`config.mk`:
```
export PLATFORM = sky130hd
export DESIGN_NAME = der_payload_envelope_parser_unit
export DESIGN_NICKNAME = d
export VERILOG_FILES = /design/src/rtl/dpep_pkg.sv /design/src/rtl/der_payload_envelope_parser_unit.sv /design/src/rtl/dpep_in_reg.sv /design/src/rtl/dpep_parser.sv /design/src/rtl/dpep_out_reg.sv
export SDC_FILE = /design/constraint.sdc
export NUM_CORES = 1
export LEC_CHECK = 0
export BUFFER_PORTS_ARGS = -buffer_cell sky130_fd_sc_hd__buf_2
export CAP_MARGIN = 5
export CORE_UTILIZATION = 34
export CTS_CLUSTER_DIAMETER = 100
export CTS_CLUSTER_SIZE = 14
export DETAILED_ROUTE_END_ITERATION = 10
export HOLD_SLACK_MARGIN = 0.06
export PLACE_DENSITY = 0.54
export SLEW_MARGIN = 10
export SYNTH_ARGS = -nofsm -noshare
export SYNTH_HDL_FRONTEND = slang
export SYNTH_SLANG_ARGS = --single-unit
```
`constraint.sdc`:
```
create_clock -name clk_i -period 13.8 [get_ports clk_i]
set_input_delay 0.69 -clock clk_i [delete_from_list [all_inputs] [get_ports clk_i]]
set_output_delay 0.69 -clock clk_i [all_outputs]
set_load 0.02 [all_outputs]
```
`src/rtl/dpep_pkg.sv`:
```
// Shared types, constants and helper functions for the DER payload envelope parser.
// This package stands alone; every module of the parser imports it.
package dpep_pkg;

  // Longest long-form length field that is accepted, in count bytes.
  localparam int unsigned MAX_LENGTH_BYTES = 4;
  localparam int unsigned LBL_W = $clog2(MAX_LENGTH_BYTES + 1);

  // DER tags that the envelope uses.
  localparam logic [7:0] TAG_SEQ = 8'h30;
  localparam logic [7:0] TAG_IA5 = 8'h16;
  localparam logic [7:0] TAG_OCT = 8'h04;

  // Four-character codes of the known payload types and of the magic string.
  localparam logic [31:0] FCC_KRNL = "krnl";
  localparam logic [31:0] FCC_DTRE = "dtre";
  localparam logic [31:0] FCC_RDSK = "rdsk";
  localparam logic [31:0] FCC_TRST = "trst";
  localparam logic [31:0] FCC_RTSC = "rtsc";
  localparam logic [31:0] FCC_SEPF = "sepf";
  localparam logic [31:0] FCC_MAGIC = "IM4P";

  // Payload kind codes.
  localparam logic [2:0] KIND_SHORT = 3'd0;
  localparam logic [2:0] KIND_KRNL  = 3'd1;
  localparam logic [2:0] KIND_DTRE  = 3'd2;
  localparam logic [2:0] KIND_RDSK  = 3'd3;
  localparam logic [2:0] KIND_TRST  = 3'd4;
  localparam logic [2:0] KIND_SEPF  = 3'd5;
  localparam logic [2:0] KIND_OTHER = 3'd6;

  // Position of a string element inside the outer sequence.
  localparam logic [1:0] EL_MAGIC   = 2'd0;
  localparam logic [1:0] EL_TYPE    = 2'd1;
  localparam logic [1:0] EL_VERSION = 2'd2;
  localparam logic [1:0] EL_PAYLOAD = 2'd3;

  typedef enum logic [2:0] {
    PH_WAIT,
    PH_SEQ_LEN,
    PH_SEQ_LONG,
    PH_TAG,
    PH_ELEM_LEN,
    PH_ELEM_LONG,
    PH_CONTENT
  } dpep_phase_e;

  typedef struct packed {
    logic        start_image;
    logic [7:0]  data_byte;
    logic [31:0] total_length;
  } dpep_in_t;

  typedef struct packed {
    logic        status;
    logic [31:0] content_offset;
    logic [31:0] content_size;
    logic [2:0]  payload_kind;
  } dpep_out_t;

  // Handshake between the pipeline stages: advance lets the held byte be parsed.
  typedef struct packed {
    logic valid;
    logic advance;
  } dpep_stage_ctl_t;

  // Expected character of the magic string at a given position.
  function automatic logic [7:0] magic_char(input logic [1:0] idx);
    logic [7:0] ch;
    case (idx)
      2'd0:    ch = FCC_MAGIC[31:24];
      2'd1:    ch = FCC_MAGIC[23:16];
      2'd2:    ch = FCC_MAGIC[15:8];
      default: ch = FCC_MAGIC[7:0];
    endcase
    return ch;
  endfunction

  // Maps the first four bytes of the type string to a payload kind.
  function automatic logic [2:0] kind_of(input logic [31:0] chars, input logic len_ok);
    logic [2:0] k;
    if (!len_ok) begin
      k = KIND_SHORT;
    end else if (chars == FCC_KRNL) begin
      k = KIND_KRNL;
    end else if (chars == FCC_DTRE) begin
      k = KIND_DTRE;
    end else if (chars == FCC_RDSK) begin
      k = KIND_RDSK;
    end else if (chars == FCC_TRST || chars == FCC_RTSC) begin
      k = KIND_TRST;
    end else if (chars == FCC_SEPF) begin
      k = KIND_SEPF;
    end else begin
      k = KIND_OTHER;
    end
    return k;
  endfunction

endpackage

```
`src/rtl/der_payload_envelope_parser_unit.sv`:
```
// Top level of the DER payload envelope parser: input register, parser, result register.
// Depends on dpep_pkg, dpep_in_reg, dpep_parser and dpep_out_reg.
//
// This block walks an image one byte per transfer and checks its DER envelope: a
// SEQUENCE followed by three IA5 strings and an OCTET STRING, with short or long
// form lengths of up to four bytes that must be nonzero and fit the image. The
// first string must read IM4P, and the first four bytes of the second string
// select the payload kind. Each image, started by a transfer with start_image
// set (which also samples total_length), yields exactly one result: success with
// the offset, size and kind of the payload, or failure with all other fields
// zero. The result comes out for the byte that decides it; for a good image that
// is the last length byte of the OCTET STRING, whose contents are not read.
// Bytes after the result, or before the first image, produce nothing. The block
// accepts one byte every cycle. A byte is registered in the input register,
// is parsed by a single pass of combinational logic, and its result, if any,
// is offered from the result register on the next cycle. The input stalls
// only while the result register holds a result that the receiver is stalling.
// There is no configuration and no memory, so no clearing time follows reset.
module der_payload_envelope_parser_unit
  import dpep_pkg::*;
(
  input  logic      clk_i,
  input  logic      rst_ni,
  input  logic      in_valid_i,
  output logic      in_stall_o,
  input  dpep_in_t  in_data_i,
  output logic      out_valid_o,
  input  logic      out_stall_i,
  output dpep_out_t out_data_o
);

  dpep_stage_ctl_t ctl;
  dpep_in_t        item;
  logic            advance;
  logic            emit;
  dpep_out_t       result;

  dpep_in_reg u_in_reg (
    .clk_i      (clk_i),
    .rst_ni     (rst_ni),
    .in_valid_i (in_valid_i),
    .in_stall_o (in_stall_o),
    .in_data_i  (in_data_i),
    .advance_i  (advance),
    .ctl_o      (ctl),
    .item_o     (item)
  );

  // The parser works on the held byte in the same cycle the result register
  // is able to take whatever that byte produces.
  dpep_parser u_parser (
    .clk_i    (clk_i),
    .rst_ni   (rst_ni),
    .ctl_i    (ctl),
    .item_i   (item),
    .emit_o   (emit),
    .result_o (result)
  );

  dpep_out_reg u_out_reg (
    .clk_i       (clk_i),
    .rst_ni      (rst_ni),
    .emit_i      (emit),
    .result_i    (result),
    .advance_o   (advance),
    .out_valid_o (out_valid_o),
    .out_stall_i (out_stall_i),
    .out_data_o  (out_data_o)
  );

  // A failure result never carries payload information.
  assert property (@(posedge clk_i) disable iff (!rst_ni)
    out_valid_o && out_data_o.status |->
      out_data_o.content_offset == '0 && out_data_o.content_size == '0 &&
      out_data_o.payload_kind == KIND_SHORT)
  else $error("failure result with nonzero payload fields");

  // A successful envelope always has a nonempty payload behind a full header.
  assert property (@(posedge clk_i) disable iff (!rst_ni)
    out_valid_o && !out_data_o.status |->
      out_data_o.content_size != '0 && out_data_o.content_offset >= 32'd16 &&
      out_data_o.payload_kind <= KIND_OTHER)
  else $error("successful result with impossible payload fields");

  // The input side waits only behind a result that is itself being held back.
  assert property (@(posedge clk_i) disable iff (!rst_ni)
    in_stall_o |-> out_valid_o && out_stall_i)
  else $error("input stalled without a stalled result");

endmodule

```
`src/rtl/dpep_in_reg.sv`:
```
// Input register of the DER payload envelope parser: holds one byte transfer.
// Depends on dpep_pkg for the input payload type.
module dpep_in_reg
  import dpep_pkg::*;
(
  input  logic            clk_i,
  input  logic            rst_ni,
  input  logic            in_valid_i,
  output logic            in_stall_o,
  input  dpep_in_t        in_data_i,
  input  logic            advance_i,
  output dpep_stage_ctl_t ctl_o,
  output dpep_in_t        item_o
);

  logic     valid_q, valid_d;
  dpep_in_t item_q;
  logic     take;

  // The held byte blocks a new transfer only while it cannot move on.
  assign in_stall_o = valid_q && !advance_i;
  assign take       = in_valid_i && !in_stall_o;

  always_comb begin
    valid_d = valid_q;
    if (advance_i || !valid_q) begin
      valid_d = take;
    end
  end

  always_ff @(posedge clk_i or negedge rst_ni) begin
    if (!rst_ni) begin
      valid_q <= 1'b0;
    end else begin
      valid_q <= valid_d;
    end
  end

  always_ff @(posedge clk_i) begin
    if (take) begin
      item_q <= in_data_i;
    end
  end

  assign ctl_o.valid   = valid_q;
  assign ctl_o.advance = advance_i;
  assign item_o        = item_q;

endmodule

```
`src/rtl/dpep_parser.sv`:
```
// DER payload envelope parse state machine: one byte per cycle when not stalled.
// Depends on dpep_pkg for phases, tags, payload types and the kind mapping.
module dpep_parser
  import dpep_pkg::*;
(
  input  logic            clk_i,
  input  logic            rst_ni,
  input  dpep_stage_ctl_t ctl_i,
  input  dpep_in_t        item_i,
  output logic            emit_o,
  output dpep_out_t       result_o
);

  dpep_phase_e phase_q, phase_d;
  logic [31:0] pos_q, pos_d;
  logic [31:0] rem_q, rem_d;     // bytes of the image after the current one
  logic [1:0]  elem_q, elem_d;
  logic [31:0] acc_q, acc_d;
  logic [LBL_W-1:0] lbl_q, lbl_d;
  logic [31:0] cbl_q, cbl_d;
  logic [2:0]  cnt_q, cnt_d;     // content bytes seen, saturating at four
  logic        magic_q, magic_d;
  logic [31:0] type_q, type_d;
  logic        type_ok_q, type_ok_d;

  logic        en;
  logic [7:0]  b;
  logic [6:0]  n;
  logic [31:0] acc_new;
  logic [31:0] len_val;
  logic [31:0] rem_cur;
  logic [31:0] pos_base;
  logic        len_done;
  logic        fail;
  logic        done_ok;
  logic        step;
  logic        magic_now;

  assign en = ctl_i.valid && ctl_i.advance;
  assign b  = item_i.data_byte;
  assign n  = b[6:0];
  assign acc_new = {acc_q[23:0], b};
  assign magic_now = magic_q && (b == magic_char(cnt_q[1:0]));

  always_comb begin
    phase_d   = phase_q;
    pos_d     = pos_q;
    rem_d     = rem_q;
    elem_d    = elem_q;
    acc_d     = acc_q;
    lbl_d     = lbl_q;
    cbl_d     = cbl_q;
    cnt_d     = cnt_q;
    magic_d   = magic_q;
    type_d    = type_q;
    type_ok_d = type_ok_q;
    len_done  = 1'b0;
    len_val   = acc_q;
    fail      = 1'b0;
    done_ok   = 1'b0;
    step      = 1'b0;
    rem_cur   = rem_q;
    pos_base  = pos_q;
    emit_o    = 1'b0;
    result_o  = '0;

    if (en) begin
      if (item_i.start_image) begin
        pos_base  = '0;
        elem_d    = EL_MAGIC;
        acc_d     = '0;
        lbl_d     = '0;
        cbl_d     = '0;
        cnt_d     = '0;
        magic_d   = 1'b1;
        type_d    = '0;
        type_ok_d = 1'b0;
        if (item_i.total_length == '0 || b != TAG_SEQ) begin
          fail = 1'b1;
        end else begin
          phase_d = PH_SEQ_LEN;
          rem_cur = item_i.total_length - 32'd1;
          step    = 1'b1;
        end
      end else if (phase_q != PH_WAIT) begin
        step = 1'b1;
        case (phase_q)
          PH_SEQ_LEN, PH_ELEM_LEN: begin
            if (!b[7]) begin
              len_done = 1'b1;
              len_val  = {24'd0, b};
            end else if (n == '0 || n > 7'(MAX_LENGTH_BYTES)) begin
              fail = 1'b1;
            end else begin
              acc_d   = '0;
              lbl_d   = LBL_W'(n);
              phase_d = (phase_q == PH_SEQ_LEN) ? PH_SEQ_LONG : PH_ELEM_LONG;
            end
          end
          PH_SEQ_LONG, PH_ELEM_LONG: begin
            acc_d = acc_new;
            lbl_d = lbl_q - LBL_W'(1);
            if (lbl_q == LBL_W'(1)) begin
              len_done = 1'b1;
              len_val  = acc_new;
            end
          end
          PH_TAG: begin
            if (b != ((elem_q == EL_PAYLOAD) ? TAG_OCT : TAG_IA5)) begin
              fail = 1'b1;
            end else begin
              phase_d = PH_ELEM_LEN;
            end
          end
          PH_CONTENT: begin
            if (elem_q == EL_MAGIC) begin
              magic_d = magic_now;
            end else if (elem_q == EL_TYPE && cnt_q < 3'd4) begin
              type_d = {type_q[23:0], b};
            end
            if (cnt_q < 3'd4) begin
              cnt_d = cnt_q + 3'd1;
            end
            cbl_d = cbl_q - 32'd1;
            if (cbl_q == 32'd1) begin
              if (elem_q == EL_MAGIC && !magic_now) begin
                fail = 1'b1;
              end else begin
                elem_d  = elem_q + 2'd1;
                phase_d = PH_TAG;
              end
            end
          end
          default: begin
            fail = 1'b1;
          end
        endcase

        // A finished length must be nonzero and fit in what is left of the image.
        if (len_done) begin
          acc_d = len_val;
          if (len_val == '0 || len_val > rem_q) begin
            fail = 1'b1;
          end else if (phase_q == PH_SEQ_LEN || phase_q == PH_SEQ_LONG) begin
            elem_d  = EL_MAGIC;
            phase_d = PH_TAG;
          end else begin
            cbl_d   = len_val;
            cnt_d   = '0;
            phase_d = PH_CONTENT;
            case (elem_q)
              EL_MAGIC: begin
                if (len_val != 32'd4) begin
                  fail = 1'b1;
                end
                magic_d = 1'b1;
              end
              EL_TYPE: begin
                type_ok_d = (len_val >= 32'd4);
                type_d    = '0;
              end
              EL_VERSION: begin
              end
              default: begin
                done_ok = 1'b1;
              end
            endcase
          end
        end
      end

      // Running out of bytes while the parse still needs more is a failure.
      if (!fail && !done_ok && step) begin
        if (rem_cur == '0) begin
          fail = 1'b1;
        end else begin
          pos_d = pos_base + 32'd1;
          rem_d = rem_cur - 32'd1;
        end
      end

      if (fail) begin
        emit_o          = 1'b1;
        phase_d         = PH_WAIT;
        result_o.status = 1'b1;
      end else if (done_ok) begin
        emit_o                  = 1'b1;
        phase_d                 = PH_WAIT;
        result_o.status         = 1'b0;
        result_o.content_offset = pos_q + 32'd1;
        result_o.content_size   = len_val;
        result_o.payload_kind   = kind_of(type_q, type_ok_q);
      end
    end
  end

  always_ff @(posedge clk_i or negedge rst_ni) begin
    if (!rst_ni) begin
      phase_q   <= PH_WAIT;
      pos_q     <= '0;
      rem_q     <= '0;
      elem_q    <= EL_MAGIC;
      acc_q     <= '0;
      lbl_q     <= '0;
      cbl_q     <= '0;
      cnt_q     <= '0;
      magic_q   <= 1'b1;
      type_q    <= '0;
      type_ok_q <= 1'b0;
    end else begin
      phase_q   <= phase_d;
      pos_q     <= pos_d;
      rem_q     <= rem_d;
      elem_q    <= elem_d;
      acc_q     <= acc_d;
      lbl_q     <= lbl_d;
      cbl_q     <= cbl_d;
      cnt_q     <= cnt_d;
      magic_q   <= magic_d;
      type_q    <= type_d;
      type_ok_q <= type_ok_d;
    end
  end

endmodule

```
`src/rtl/dpep_out_reg.sv`:
```
// Result register of the DER payload envelope parser: holds one result transfer.
// Depends on dpep_pkg for the result payload type.
module dpep_out_reg
  import dpep_pkg::*;
(
  input  logic      clk_i,
  input  logic      rst_ni,
  input  logic      emit_i,
  input  dpep_out_t result_i,
  output logic      advance_o,
  output logic      out_valid_o,
  input  logic      out_stall_i,
  output dpep_out_t out_data_o
);

  logic      valid_q, valid_d;
  dpep_out_t data_q;

  // The register can take a new result when it is empty or being drained.
  assign advance_o = !valid_q || !out_stall_i;

  always_comb begin
    valid_d = valid_q;
    if (advance_o) begin
      valid_d = emit_i;
    end
  end

  always_ff @(posedge clk_i or negedge rst_ni) begin
    if (!rst_ni) begin
      valid_q <= 1'b0;
    end else begin
      valid_q <= valid_d;
    end
  end

  always_ff @(posedge clk_i) begin
    if (advance_o && emit_i) begin
      data_q <= result_i;
    end
  end

  assign out_valid_o = valid_q;
  assign out_data_o  = data_q;

endmodule
```
# Yosys cells after proc, flatten, opt, wreduce, memory -nomap -nowiden

Cells that the tools add are included.

Bits in registers: 284
Bits of input ports: 45
Output and inout bits: 70
Logic and storage cells: 247

$add $sub $neg: 8
Order comparisons: 4
Equality and inequality tests: 30
Multiplexer cells: 129
Bitwise logic cells: 4
Reduce and logical (&&, ||, !) cells: 50

Operators by type and width:

| cell                                                                     | number |
|---|---|
| 32-bit 2-to-1 mux                                                        | 32 |
| 32-bit by 31-bit equality test with 1-bit output, second input constant  | 6 |
| 32-bit one-hot mux with 2 select lines                                   | 2 |
| 32-bit logical NOT                                                       | 3 |
| 32-bit by 1-bit subtractor with 32-bit output, second input constant     | 3 |
| 3-bit 2-to-1 mux                                                         | 25 |
| 32-bit by 1-bit adder with 32-bit output, second input constant          | 2 |
| 1-bit 2-to-1 mux                                                         | 52 |
| 32-bit by 1-bit equality test with 1-bit output, second input constant   | 1 |
| 32-bit by 3-bit >= comparator with 1-bit output, second input constant   | 1 |
| 32-bit greater-than comparator                                           | 1 |
| 32-bit by 3-bit inequality test with 1-bit output, second input constant | 1 |
| 2-bit 2-to-1 mux                                                         | 12 |
| 7-bit one-hot mux with 3 select lines                                    | 1 |
| 5-bit AND reduction                                                      | 2 |
| 3-bit equality test, second input constant                               | 3 |
| 1-bit logical AND                                                        | 9 |
| 3-bit one-hot mux with 3 select lines                                    | 1 |
| 8-bit by 7-bit equality test with 1-bit output                           | 1 |
| 1-bit logical NOT                                                        | 8 |
| 4-bit inequality test, second input constant                             | 2 |
| 8-bit by 6-bit inequality test with 1-bit output, second input constant  | 1 |
| 8-bit inequality test                                                    | 1 |
| 4-bit nonzero test                                                       | 2 |
| 30 further kinds                                                         | 53 |

# Depth between registers and ports, before layout

Gate-level depths: netlist of the first run.

Depth after elaboration: 25
Mapped depth: 26
Gate-level depth less buffers: 19

# Modules after synthesis

A second synthesis of the first run with hierarchy kept.

Cells, all modules: 1947
Area total of the unflattened synthesis: 17481.8 µm²

By module, submodules not included:

| module       | times used | cells an instance | area each (µm²) | seq. area each (µm²) |
|---|---|---|---|---|
| dpep_parser  | 1          | 1827              | 14088.5         | 4330.4 |
| dpep_out_reg | 1          | 72                | 2089.5          | 2067.0 |
| dpep_in_reg  | 1          | 48                | 1303.8          | 1256.2 |

# Worst setup path after synthesis of the first run

No wires, ideal clock.

Path type: reg2reg
Start point: register u_parser.lbl_q[0]
End point: register u_out_reg.data_q (netlist bit u_out_reg.out_data_o[0]) (enable)
Library setup time: 0.433 ns
Arrival: 6.208 ns
Required time: 13.367 ns
Slack: 7.159 ns
Cell stages (with the launch flop): 22
Buffers on the path: 5
Clock period less this slack: 6.641 ns
Cells stage by stage: dfrtp_1 ha_1 and4b_1 a22oi_1 and2_1 buf_2 buf_2 buf_1 mux2i_1 inv_1 ha_1 nand2_1 nor4_1 and4_1 inv_1 o21ai_0 o31ai_1 or4b_1 buf_2 buf_1 o21ai_0 and2_1

Word-level cells in the longest chain between the ends: 23
Elaborated cells on any way between the ends: 39
Classes of those cells: order compare (1); eq/ne (2); mux (29); reduce/logical (7)

RTL lines:

| item                                                                    | RTL line           | RTL |
|---|---|---|
| start, declared                                                         | dpep_parser.sv:19  | `logic [LBL_W-1:0] lbl_q, lbl_d;` |
| start signal, assigned                                                  | dpep_parser.sv:216 | `lbl_q <= lbl_d;` |
| 3-bit by 1-bit equality test with 1-bit output (*)                      | dpep_parser.sv:103 | `if (lbl_q == LBL_W'(1)) begin` |
| branches (longest 19 deep; another with 32-bit greater-than comparator) | --                 |  |
| 1-bit 2-to-1 mux (*)                                                    | dpep_parser.sv:182 | `if (fail) begin` |
| 1-bit 2-to-1 mux (*)                                                    | dpep_parser.sv:67  | `if (en) begin` |
| 1-bit logical AND (*)                                                   | dpep_out_reg.sv:38 | `if (advance_o && emit_i) begin` |
| end signal, assigned                                                    | dpep_out_reg.sv:39 | `data_q <= result_i;` |
| end, declared                                                           | dpep_out_reg.sv:17 | `dpep_out_t data_q;` |

Every way passes the cells marked *. The select of a mux whose other input is x is not followed.
A chain may end at the register's enable or synchronous reset.

# Worst setup path after layout of the first run

Start point: register u_parser.phase_q[1]
End point: register u_out_reg.data_q (netlist bit u_out_reg.out_data_o[16]), data pin

Word-level cells in the longest chain between the ends: 21
Elaborated cells on any way between the ends: 51
Classes of those cells: order compare (1); eq/ne (7); mux (31); bitwise (1); reduce/logical (11)

RTL lines:

| item                                                                    | RTL line           | RTL |
|---|---|---|
| start, declared                                                         | dpep_parser.sv:14  | `dpep_phase_e phase_q, phase_d;` |
| start signal, assigned                                                  | dpep_parser.sv:211 | `phase_q <= phase_d;` |
| branches (longest 21 deep; another with 32-bit greater-than comparator) | --                 |  |

Several ways; the timed one is not identified. The select of a mux whose other input is x is not followed.

==> flow_metrics.env, run 1 <==
export IMPL_busiest_layer="met2"
export IMPL_grt_antenna_before_repair=1
export IMPL_grt_pass1_vias=14900
export IMPL_fin_nets=2151
export IMPL_die_h_um=230
export IMPL_irDropWorstVdd_mv=0.0846
export IMPL_start_kind="flip-flop"
export IMPL_grt_pass1_wl_mm=88.3
export IMPL_power_internal_mw=1.52
export IMPL_seq_power_share_pct=43.8
export IMPL_drive_gt1_share_pct=10.6
export IMPL_cts_resized=0
export IMPL_fin_cells=2757
export IMPL_vias=15800
export IMPL_start_util_pct=34.3
export IMPL_syn_area_per_cell_sq_um=8.68
export IMPL_routedWlPerCell_um=20.8
export IMPL_leakagePower_nw=7.94
export IMPL_critPathKind="reg -> reg"
export IMPL_yosys_warnings=0
export IMPL_clk_pin_slew_ps=70
export IMPL_slew_violations=0
export IMPL_die_area_sq_mm=0.0527
export IMPL_worst_pin_slew_ps=1100
export IMPL_worstPathMaxFanout=33
export IMPL_cts_hold_buf=0
export IMPL_async_flop_share_pct=61.6
export IMPL_htree_levels=1
export IMPL_yosysSeqAreaShare_pct=43.4
export IMPL_cts_inserted_buffers=24
export IMPL_area_growth_pct=10.3
export IMPL_fin_crit_sh_pct=46.5
export IMPL_cp_arrival_ps=6790
export IMPL_io_pin_count=115
export IMPL_setup_tns_ps=0
export IMPL_avgViaCountPerCell=5.75
export IMPL_pre_cts_slack_ps=7500
export IMPL_cap_viol_max_count=0
export IMPL_p_per_area_mw_per_mm2=126
export IMPL_synth_nets=2123
export IMPL_fill_cells=5282
export IMPL_synth_edf_count=109
export IMPL_totalWireLength_mm=57.2
export IMPL_syn_area_sq_mm=0.0176
export IMPL_synth_flop_cell="dfrtp_1"
export IMPL_ys_types=82
export IMPL_cp_data_required_time_ps=14180
export IMPL_post_route_drc_count=0
export IMPL_use_met2_pct=35.5
export IMPL_globalRouteMet3Util_pct=3.00
export IMPL_finalSetupViolCount=0
export IMPL_rsz0062_at_grt="no"
export IMPL_finalWorstSetupSlack_ps=7390
export IMPL_relSlewSlack_pct=26.6
export IMPL_cts_sinks=284
export IMPL_gp_congestion=0.934
export IMPL_swShare_pct=37.8
export IMPL_grt_ovfl_total=0
export IMPL_cp_end_kind="flip-flop"
export IMPL_coreArea_sq_mm=0.0513
export IMPL_track_usage_pct=21.3
export IMPL_p_comb_share_pct=28.6
export IMPL_first_pass_iters=7
export IMPL_min_period_ps=6410
export IMPL_place_inst=2711
export IMPL_clkPwrFrac_pct=27.6
export IMPL_status="complete, no violations"
export IMPL_dp_hpwl_mm=41.2
export IMPL_cts_buffer_depth=3
export IMPL_clock_skew_ps=41.6
export IMPL_rows=83
export IMPL_grt_max_degree=81
export IMPL_clk_latency_ps=580
export IMPL_cts_root_buffer_cell="clkbuf_16"
export IMPL_use_met1_pct=29.0
export IMPL_antenna_left=0
export IMPL_ys_seq_elements=284
export IMPL_hold_violations=0
export IMPL_port_buffer_count=114
export IMPL_synthCells=2029
export IMPL_drt_iter0_markers=1560
export IMPL_cts_tree="yes"
export IMPL_post_cts_buffers=0
export IMPL_switching_power_mw=0.923
export IMPL_die_w_um=230
export IMPL_fmaxAchievable_mhz=156
export IMPL_hp_class="in -> async"
[flip-flops by register name, summed over array words and instances (netlist names)]
register	count
u_out_reg.out_data_o	68
u_in_reg.item_o	41
u_parser.acc_q	32
u_parser.cbl_q	32
u_parser.pos_q	32
u_parser.rem_q	32
u_parser.type_q	32
u_parser.cnt_q	3
u_parser.lbl_q	3
u_parser.phase_q	3
u_parser.elem_q	2
u_in_reg.valid_q	1
u_out_reg.out_valid_o	1
u_parser.magic_q	1
u_parser.type_ok_q	1
[power groups by stage]
stage          clock [mW]  combinational (mW)  sequential [mW]
2_1_floorplan           0               0.457             1.07
3_3_place_gp            0               0.688             1.08
3_5_place_dp            0               0.691             1.08
4_1_cts             0.696               0.694             1.07
5_1_grt             0.721               0.771             1.08
6_report            0.673               0.698             1.07
[cell usage in the layout (no fill, tap or decap), types with 49 or more instances in the layout]
cell type,synthesis,routed
edfxtp_1,109,109
a22o_1,67,67
dfrtp_1,174,174
buf_2,14,113
nor3_1,57,56
nor2_1,209,205
ha_1,49,49
nand3_1,82,82
nand2_1,244,243
o21ai_0,147,147
a21oi_1,123,123
inv_1,88,88
[synthesized netlist by cell type (all sizes together), types with 17 or more instances]
| master | count | share of area (%) |
|---|---|---|
| a211oi | 42 | 1.9 |
| a21oi | 124 | 3.5 |
| a22o | 67 | 3.3 |
| a22oi | 21 | 0.89 |
| and2 | 38 | 1.3 |
| and3 | 17 | 0.60 |
| buf | 27 | 0.76 |
| clkbuf | 105 | 2.2 |
| dfrtp | 174 | 25 |
| edfxtp | 109 | 19 |
| ha | 49 | 3.5 |
| inv | 88 | 1.9 |
| mux2i | 17 | 0.97 |
| nand2 | 245 | 5.2 |
| nand2b | 17 | 0.60 |
| nand3 | 83 | 2.4 |
| nand4 | 38 | 1.3 |
| nor2 | 209 | 4.5 |
| nor3 | 59 | 1.7 |
| nor4 | 40 | 1.7 |
| o21ai | 149 | 4.2 |
| o22ai | 23 | 0.82 |
| or2 | 17 | 0.60 |
| or3 | 19 | 0.67 |
| xnor2 | 36 | 1.8 |
| xor2 | 25 | 1.2 |
[routing by layer]
| metal | share of wire [%] | routed length (um) | up-vias |
|---|---|---|---|
| li1 | - | - | 7439 |
| met1 | 44 | 25200 | 7753 |
| met2 | 48 | 27300 | 571 |
| met3 | 6.0 | 3450 | 86 |
| met4 | 2.1 | 1220 | 0 |
| met5 | 0 | 0 | - |
[critical path, cell delays in order (launching register included)]
cell and delay, ps:
dfrtp_1 660, inv_1 250, a22oi_1 360, and2_1 180, buf_4 360, mux2i_1 520, inv_1 130, ha_1 280
and2_1 170, o21ai_0 80, nand2_1 80, a22o_1 240, nor4_1 290, o31ai_1 210, or4b_1 650, nor3_1 520
nand2_2 490, buf_4 410, a211oi_1 320
[area by class of cell]
class | count | area (sq um) | area share [%]
Multi-Input combinational cell | 1525 | 9160 | 47.1
Sequential cell | 284 | 7650 | 39.4
Tap cell | 680 | 851 | 4.38
Timing Repair Buffer | 134 | 727 | 3.74
Clock buffer | 43 | 693 | 3.57
Inverter | 88 | 330 | 1.70
Clock inverter | 1 | 11.3 | 0.0579
Antenna cell | 2 | 5.00 | 0.0258
[kinds of logic after synthesis]
family                     after synthesis  share of synthesized area, %
AOI/OAI and AO/OA                      540                          19.9
xor gates and xnor gates                61                          3.03
adders and majority gates               49                          3.48
buffers and inverters                  220                          4.87
DFF                                    284                          43.4
muxes                                   23                          1.37
and+or+nand+nor                        852                          24.0
[stage by stage]
stage | power [mW] | instance area (sq um) | util, % | hold WS, ps
final | 2.44 | 19400 | 37.9 | 133
after global routing | 2.57 | 19400 | 37.9 | 172
after CTS | 2.46 | 19400 | 37.9 | 133
after detailed placement | 1.77 | 18700 | 36.5 | 468
after global placement | 1.77 | 18700 | 36.5 | 473
after floorplan | 1.52 | 17600 | - | 394
[path summary, 6_finish.rpt]
kind,start,to,slack (ps),cells after the start
min in group clk_i,in_data_i[3],u_in_reg.item_o[3]$_DFFE_PP_,290,1
max in group asynchronous,rst_ni,u_parser.rem_q[30]$_DFFE_PN0P_,11580,3
min reg2reg,u_parser.lbl_q[1]$_DFFE_PN0P_,u_parser.lbl_q[1]$_DFFE_PN0P_,480,1
max reg2reg,u_parser.phase_q[1]$_DFFE_PN0P_,u_out_reg.out_data_o[16]$_SDFFCE_PP0P_,7390,18
min,rst_ni,u_parser.cbl_q[17]$_DFFE_PN0P_,130,1
max,u_parser.phase_q[1]$_DFFE_PN0P_,u_out_reg.out_data_o[16]$_SDFFCE_PP0P_,7390,18
No activity file was read; power rests on OpenSTA's default activity.
==> run 2: changes to the inputs <==
--- a/config.mk
+++ b/config.mk
@@ -12,7 +12,7 @@
 export CTS_CLUSTER_SIZE = 14
 export DETAILED_ROUTE_END_ITERATION = 10
 export HOLD_SLACK_MARGIN = 0.06
-export PLACE_DENSITY = 0.54
+export PLACE_DENSITY = 0.56
 export SLEW_MARGIN = 10
 export SYNTH_ARGS = -nofsm -noshare
 export SYNTH_HDL_FRONTEND = slang
==> constraint.sdc (replaced) <==
create_clock -name clk_i -period 5.8 [get_ports clk_i]
set_input_delay 0.29 -clock clk_i [delete_from_list [all_inputs] [get_ports clk_i]]
set_output_delay 0.29 -clock clk_i [all_outputs]
set_load 0.02 [all_outputs]
==> flow_metrics.env, run 2 (synthesis results as in run 1) <==
export IMPL_status="complete, no violations"
export IMPL_grt_ovfl_total=0
export IMPL_drive_gt1_share_pct=12.6
export IMPL_gp_congestion=0.902
export IMPL_pre_cts_slack_ps=164
export IMPL_die_h_um=230
export IMPL_p_total_mw=5.83
export IMPL_cts_sinks=284
export IMPL_vias=15900
export IMPL_n_antenna_cell=0
export IMPL_routedWlPerCell_um=19.4
export IMPL_relSlewSlack_pct=33.1
export IMPL_totalWireLength_mm=55.3
export IMPL_reg2regPathDepth=16
export IMPL_clk_latency_ps=560
export IMPL_finalSetupViolCount=0
export IMPL_seq_power_share_pct=42.9
export IMPL_multiInputGateArea_sq_mm=0.00917
export IMPL_hp_class="in -> async"
export IMPL_post_route_drc_count=0
export IMPL_grt_pass1_vias=15200
export IMPL_globalRouteMet3Util_pct=2.44
export IMPL_io_pin_count=115
export IMPL_grt_antenna_before_repair=0
export IMPL_top_register="u_out_reg.out_data_o"
export IMPL_die_area_sq_mm=0.0527
export IMPL_coreArea_sq_mm=0.0513
export IMPL_port_buffer_count=114
export IMPL_slew_violations=0
export IMPL_layout_commonest_cell="nand2_1"
export IMPL_grt_pass1_wl_mm=87.0
export IMPL_finalWorstSetupSlack_ps=387
export IMPL_track_usage_pct=20.7
export IMPL_die_w_um=230
export IMPL_worst_pin_slew_ps=1000
export IMPL_final_cell_mix="nand2_1 (243), nor2_1 (206), dfrtp_1 (174)"
export IMPL_use_met1_pct=27.0
export IMPL_clk_pin_slew_ps=70
export IMPL_rsz0062_at_grt="no"
export IMPL_area_growth_pct=15.2
export IMPL_swShare_pct=36.9
export IMPL_grt_max_degree=87
export IMPL_p_comb_share_pct=30.0
export IMPL_critPathKind="reg -> reg"
export IMPL_cts_inserted_buffers=24
export IMPL_power_internal_mw=3.68
export IMPL_fin_util_pct=39.6
export IMPL_cts_tree="yes"
export IMPL_rows=83
export IMPL_place_area_sq_mm=0.0191
export IMPL_worstReg2RegEnd="u_parser.cnt_q[0]$_DFFE_PN0P_"
export IMPL_cap_viol_max_count=0
export IMPL_p_per_area_mw_per_mm2=287
export IMPL_cp_end_kind="flip-flop"
export IMPL_clkPwrFrac_pct=27.1
export IMPL_busiest_layer="met2"
export IMPL_fin_area_sq_mm=0.0203
export IMPL_use_met2_pct=35.0
export IMPL_cts_buffer_depth=3
export IMPL_fin_crit_sh_pct=93.3
export IMPL_hold_worst_slack_ps=373
export IMPL_r2r_setup_slack_ps=390
export IMPL_htree_levels=1
export IMPL_avgViaCountPerCell=5.57
export IMPL_largest_reg_flops=68
export IMPL_fmaxAchievable_mhz=185
export IMPL_cts_root_buffer_cell="clkbuf_16"
export IMPL_start_kind="flip-flop"
export IMPL_start_util_pct=34.3
export IMPL_antenna_left=0
export IMPL_fin_cells=2849
export IMPL_dp_hpwl_mm=39.3
export IMPL_setup_tns_ps=0
export IMPL_slowest_delay_ps=760
export IMPL_hold_violations=0
export IMPL_clock_skew_ps=24.6
export IMPL_cp_data_required_time_ps=6230
export IMPL_switching_power_mw=2.15
export IMPL_cp_arrival_ps=5850
export IMPL_irDropWorstVdd_mv=0.206
export IMPL_min_period_ps=5410
export IMPL_post_cts_buffers=0
export IMPL_crit_path_top_delay_cell="a32oi_1"
export IMPL_worstPathMaxFanout=43
export IMPL_path_cells="and4b_1, a22oi_1, a32oi_1, inv_1, ha_1, nand4_1, nor4_2, and4_1, inv_1, o21ai_0, o31ai_1, or4b_1, buf_4, nand2_1, o21ai_0, mux2_2"
export IMPL_drt_iter0_markers=1367
export IMPL_first_pass_iters=6
export IMPL_ff_latch_area_sq_mm=0.00765
export IMPL_leakagePower_nw=8.37
export IMPL_r2r_start="u_parser.phase_q[2]$_DFFE_PN0P_"
export IMPL_fin_nets=2245
export IMPL_place_inst=2761
export IMPL_fill_cells=5158
==> run 2: final cells by class <==
| class | count | area share, % |
|---|---|---|
| sequential | 284 | 37.7 |
| clock buffer | 42 | 3.40 |
| clock inverter | 2 | 0.0616 |
| inverter | 88 | 1.63 |
| tap | 680 | 4.19 |
| multi-input combinational | 1525 | 45.2 |
| timing repair buffer | 228 | 7.85 |
==> run 2: metal layers <==
layer  up-vias  wire length (um)
met5         -                 0
met4         0              2110
met3       113              2610
met2       454             26200
met1      7699             24300
li1       7607                 -
==> run 2: how the worst max path moves through the flow <==
stage	start	to	cells after the start
6_report	u_parser.phase_q[2]$_DFFE_PN0P_	u_parser.cnt_q[0]$_DFFE_PN0P_	16
3_3_place_gp	u_parser.lbl_q[0]$_DFFE_PN0P_	u_parser.cnt_q[0]$_DFFE_PN0P_	18
2_1_floorplan	u_parser.lbl_q[0]$_DFFE_PN0P_	u_out_reg.out_data_o[0]$_SDFFCE_PP0P_	21
5_1_grt	u_parser.phase_q[1]$_DFFE_PN0P_	u_out_reg.out_data_o[14]$_SDFFCE_PP0P_	19
4_1_cts	u_parser.lbl_q[0]$_DFFE_PN0P_	u_parser.cnt_q[0]$_DFFE_PN0P_	19
3_5_place_dp	u_parser.lbl_q[0]$_DFFE_PN0P_	u_parser.cnt_q[0]$_DFFE_PN0P_	19
==> run 2: repair_timing <==
item | 4_1_cts | 5_1_grt
hold buffers | 44 | 0
gates resized for setup | 0 | 5
endpoints found under the hold margin | 126 | 0
endpoints found under the setup margin | 0 | 195
==> run 2: worst max-delay path, delay by kind of cell, from the launching register on <==
family | cells | cell delay, ps
and+or+nand+nor | 6 | 2150
AOI/OAI and AO/OA | 5 | 1420
DFF | 1 | 600
buffers and inverters | 3 | 490
adders and majority gates | 1 | 310
muxes | 1 | 300
==> run 2: power by group through the flow <==
stage / Sequential, mW / Combinational, mW / Clock [mW]
6_report: 2.50 / 1.75 / 1.58
5_1_grt: 2.52 / 1.92 / 1.70
4_1_cts: 2.50 / 1.73 / 1.63
3_5_place_dp: 2.54 / 1.70 / 0
3_3_place_gp: 2.53 / 1.69 / 0
2_1_floorplan: 2.53 / 1.09 / 0
==> run 3: changes to the inputs <==
--- a/config.mk
+++ b/config.mk
@@ -7,12 +7,15 @@
 export LEC_CHECK = 0
 export BUFFER_PORTS_ARGS = -buffer_cell sky130_fd_sc_hd__buf_2
 export CAP_MARGIN = 5
-export CORE_UTILIZATION = 34
+export CELL_PAD_IN_SITES_DETAIL_PLACEMENT = 0
+export CELL_PAD_IN_SITES_GLOBAL_PLACEMENT = 1
+export CORE_UTILIZATION = 43
 export CTS_CLUSTER_DIAMETER = 100
 export CTS_CLUSTER_SIZE = 14
 export DETAILED_ROUTE_END_ITERATION = 10
 export HOLD_SLACK_MARGIN = 0.06
-export PLACE_DENSITY = 0.56
+export PLACE_DENSITY = 0.82
+export REMOVE_ABC_BUFFERS = 1
 export SLEW_MARGIN = 10
 export SYNTH_ARGS = -nofsm -noshare
 export SYNTH_HDL_FRONTEND = slang
==> flow_metrics.env, run 3 (synthesis results as in run 1) <==
export IMPL_worst_pin_slew_ps=1090
export IMPL_cts_root_buffer_cell="clkbuf_16"
export IMPL_die_area_sq_mm=0.0418
export IMPL_wl_met2_mm=24.7
export IMPL_largest_reg_flops=68
export IMPL_htree_levels=1
export IMPL_relSlewSlack_pct=27.3
export IMPL_drive_gt1_share_pct=12.4
export IMPL_fin_nets=2236
export IMPL_cts_buffer_depth=3
export IMPL_drt_iter0_markers=1699
export IMPL_cts_tree="yes"
export IMPL_pre_cts_slack_ps=83.9
export IMPL_hold_violations=0
export IMPL_start_util_pct=43.9
export IMPL_status="complete, no violations"
export IMPL_clk_pin_slew_ps=70
export IMPL_final_cell_mix="nand2_1 (243), nor2_1 (206), dfrtp_1 (174)"
export IMPL_cap_viol_max_count=0
export IMPL_clk_latency_ps=550
export IMPL_area_growth_pct=14.1
export IMPL_hp_class="in -> async"
export IMPL_cp_data_required_time_ps=6110
export IMPL_met3_length_mm=3.88
export IMPL_fin_util_pct=50.2
export IMPL_port_buffer_count=114
export IMPL_post_route_drc_count=0
export IMPL_leakagePower_nw=8.35
export IMPL_routedWlPerCell_um=20.1
export IMPL_met1Wirelength_mm=23.5
export IMPL_die_w_um=204
export IMPL_cts_inserted_buffers=24
export IMPL_setup_tns_ps=0
export IMPL_io_pin_count=115
export IMPL_fin_crit_sh_pct=94.3
export IMPL_first_pass_iters=8
export IMPL_clock_skew_ps=20.8
export IMPL_antenna_left=0
export IMPL_reg2regPathDepth=20
export IMPL_dp_hpwl_mm=38.2
export IMPL_cp_end_kind="flip-flop"
export IMPL_rsz0062_at_grt="no"
export IMPL_avgViaCountPerCell=6.01
export IMPL_crit_cells=20
export IMPL_slew_violations=0
export IMPL_crit_path_top_delay_cell="or4b_4"
export IMPL_gp_congestion=1.00
export IMPL_totalWireLength_mm=53.9
export IMPL_worstPathMaxFanout=37
export IMPL_crit_family="simple AND/OR/NAND/NOR gates"
export IMPL_finalWorstSetupSlack_ps=331
export IMPL_grt_antenna_before_repair=0
export IMPL_n_antenna_cell=0
export IMPL_finalSetupViolCount=0
export IMPL_grt_pass1_wl_mm=86.1
export IMPL_vias=16100
export IMPL_hold_worst_slack_ps=327
export IMPL_post_cts_buffers=0
export IMPL_cts_sinks=284
export IMPL_coreArea_sq_mm=0.0401
export IMPL_irDropWorstVdd_mv=0.180
export IMPL_die_h_um=204
export IMPL_critPathKind="reg -> reg"
export IMPL_fill_cells=3729
export IMPL_fmaxAchievable_mhz=183
export IMPL_topRoutingLayerUsed="met4"
export IMPL_multiInputGateArea_sq_mm=0.00920
export IMPL_p_per_area_mw_per_mm2=289
export IMPL_cp_arrival_ps=5770
export IMPL_grt_pass1_vias=15400
export IMPL_grt_ovfl_total=0
export IMPL_layout_commonest_cell="nand2_1"
export IMPL_slowest_delay_ps=620
export IMPL_path_cells="nor3b_1, nand2_1, and2_2, buf_12, a22oi_1, inv_1, ha_1, nand4_1, nor4_1, and4_1, inv_1, o21ai_0, o31ai_1, or4b_4, a2bb2oi_1, a21oi_2, buf_4, nand2_2, buf_12, a211oi_1"
export IMPL_ff_latch_area_sq_mm=0.00765
export IMPL_track_usage_pct=26.0
export IMPL_top_register="u_out_reg.out_data_o"
export IMPL_start_kind="flip-flop"
export IMPL_crit_buf_inv=5
export IMPL_grt_max_degree=91
export IMPL_rows=73
export IMPL_min_period_ps=5470
[run 3: timing repair]
item / in CTS / in global routing
endpoints found under the setup margin: 0 / 185
endpoints found under the hold margin: 132 / 0
hold buffers: 45 / 0
resized for setup: 0 / 11
[run 3: worst reg2reg max path: stages, from the launching register on]
cell	delay, ps
dfrtp_1	530
nor3b_1	370
nand2_1	160
and2_2	280
buf_12	170
a22oi_1	360
inv_1	100
ha_1	310
nand4_1	140
nor4_1	360
and4_1	280
inv_1	40
o21ai_0	150
o31ai_1	160
or4b_4	620
a2bb2oi_1	180
a21oi_2	140
buf_4	170
nand2_2	90
buf_12	170
a211oi_1	440
[run 3: path summary, 6_finish.rpt]
| check | start | endpoint | slack [ps] |
|---|---|---|---|
| hold reg to reg | u_parser.cbl_q[30]$_DFFE_PN0P_ | u_parser.cbl_q[30]$_DFFE_PN0P_ | 480 |
| setup reg to reg | u_parser.phase_q[2]$_DFFE_PN0P_ | u_out_reg.out_data_o[17]$_SDFFCE_PP0P_ | 330 |
| min in group clk_i | in_data_i[7] | u_in_reg.item_o[7]$_DFFE_PP_ | 440 |
| setup / recovery | u_parser.phase_q[2]$_DFFE_PN0P_ | u_out_reg.out_data_o[17]$_SDFFCE_PP0P_ | 330 |
| hold / removal | rst_ni | u_parser.cbl_q[16]$_DFFE_PN0P_ | 330 |
| max in group asynchronous | rst_ni | u_parser.pos_q[3]$_DFFE_PN0P_ | 4480 |
[run 3: routing by layer]
metal,vias up,track usage (%)
met1,7741,35.6
li1,7602,-
met4,0,8.77
met5,-,0
met3,113,3.49
met2,664,42.2
[run 3: final cells by class]
cell class	count	share of cell area, %
timing repair buffer	219	7.80
inverter	88	1.64
multi-input combinational	1525	45.8
sequential	284	38.1
clock inverter	1	0.0560
clock buffer	42	3.43
tap	525	3.27
[run 3: metrics by stage]
step / cell area (sq um) / cells / power, mW
finish: 20100 / 2684 / 5.81
global route: 20100 / 2684 / 6.12
CTS: 20100 / 2684 / 5.82
detailed placement: 18900 / 2596 / 4.22
global placement: 18900 / 2596 / 4.20
floorplan: 17100 / 1897 / 3.57
[run 3: report_power, final]
part | internal [mW] | leakage (nW) | switching, mW
Sequential | 2.30 | 3.42 | 0.190
Combinational | 0.573 | 4.60 | 1.18
Clock | 0.807 | 0.334 | 0.755
Total | 3.68 | 8.35 | 2.13
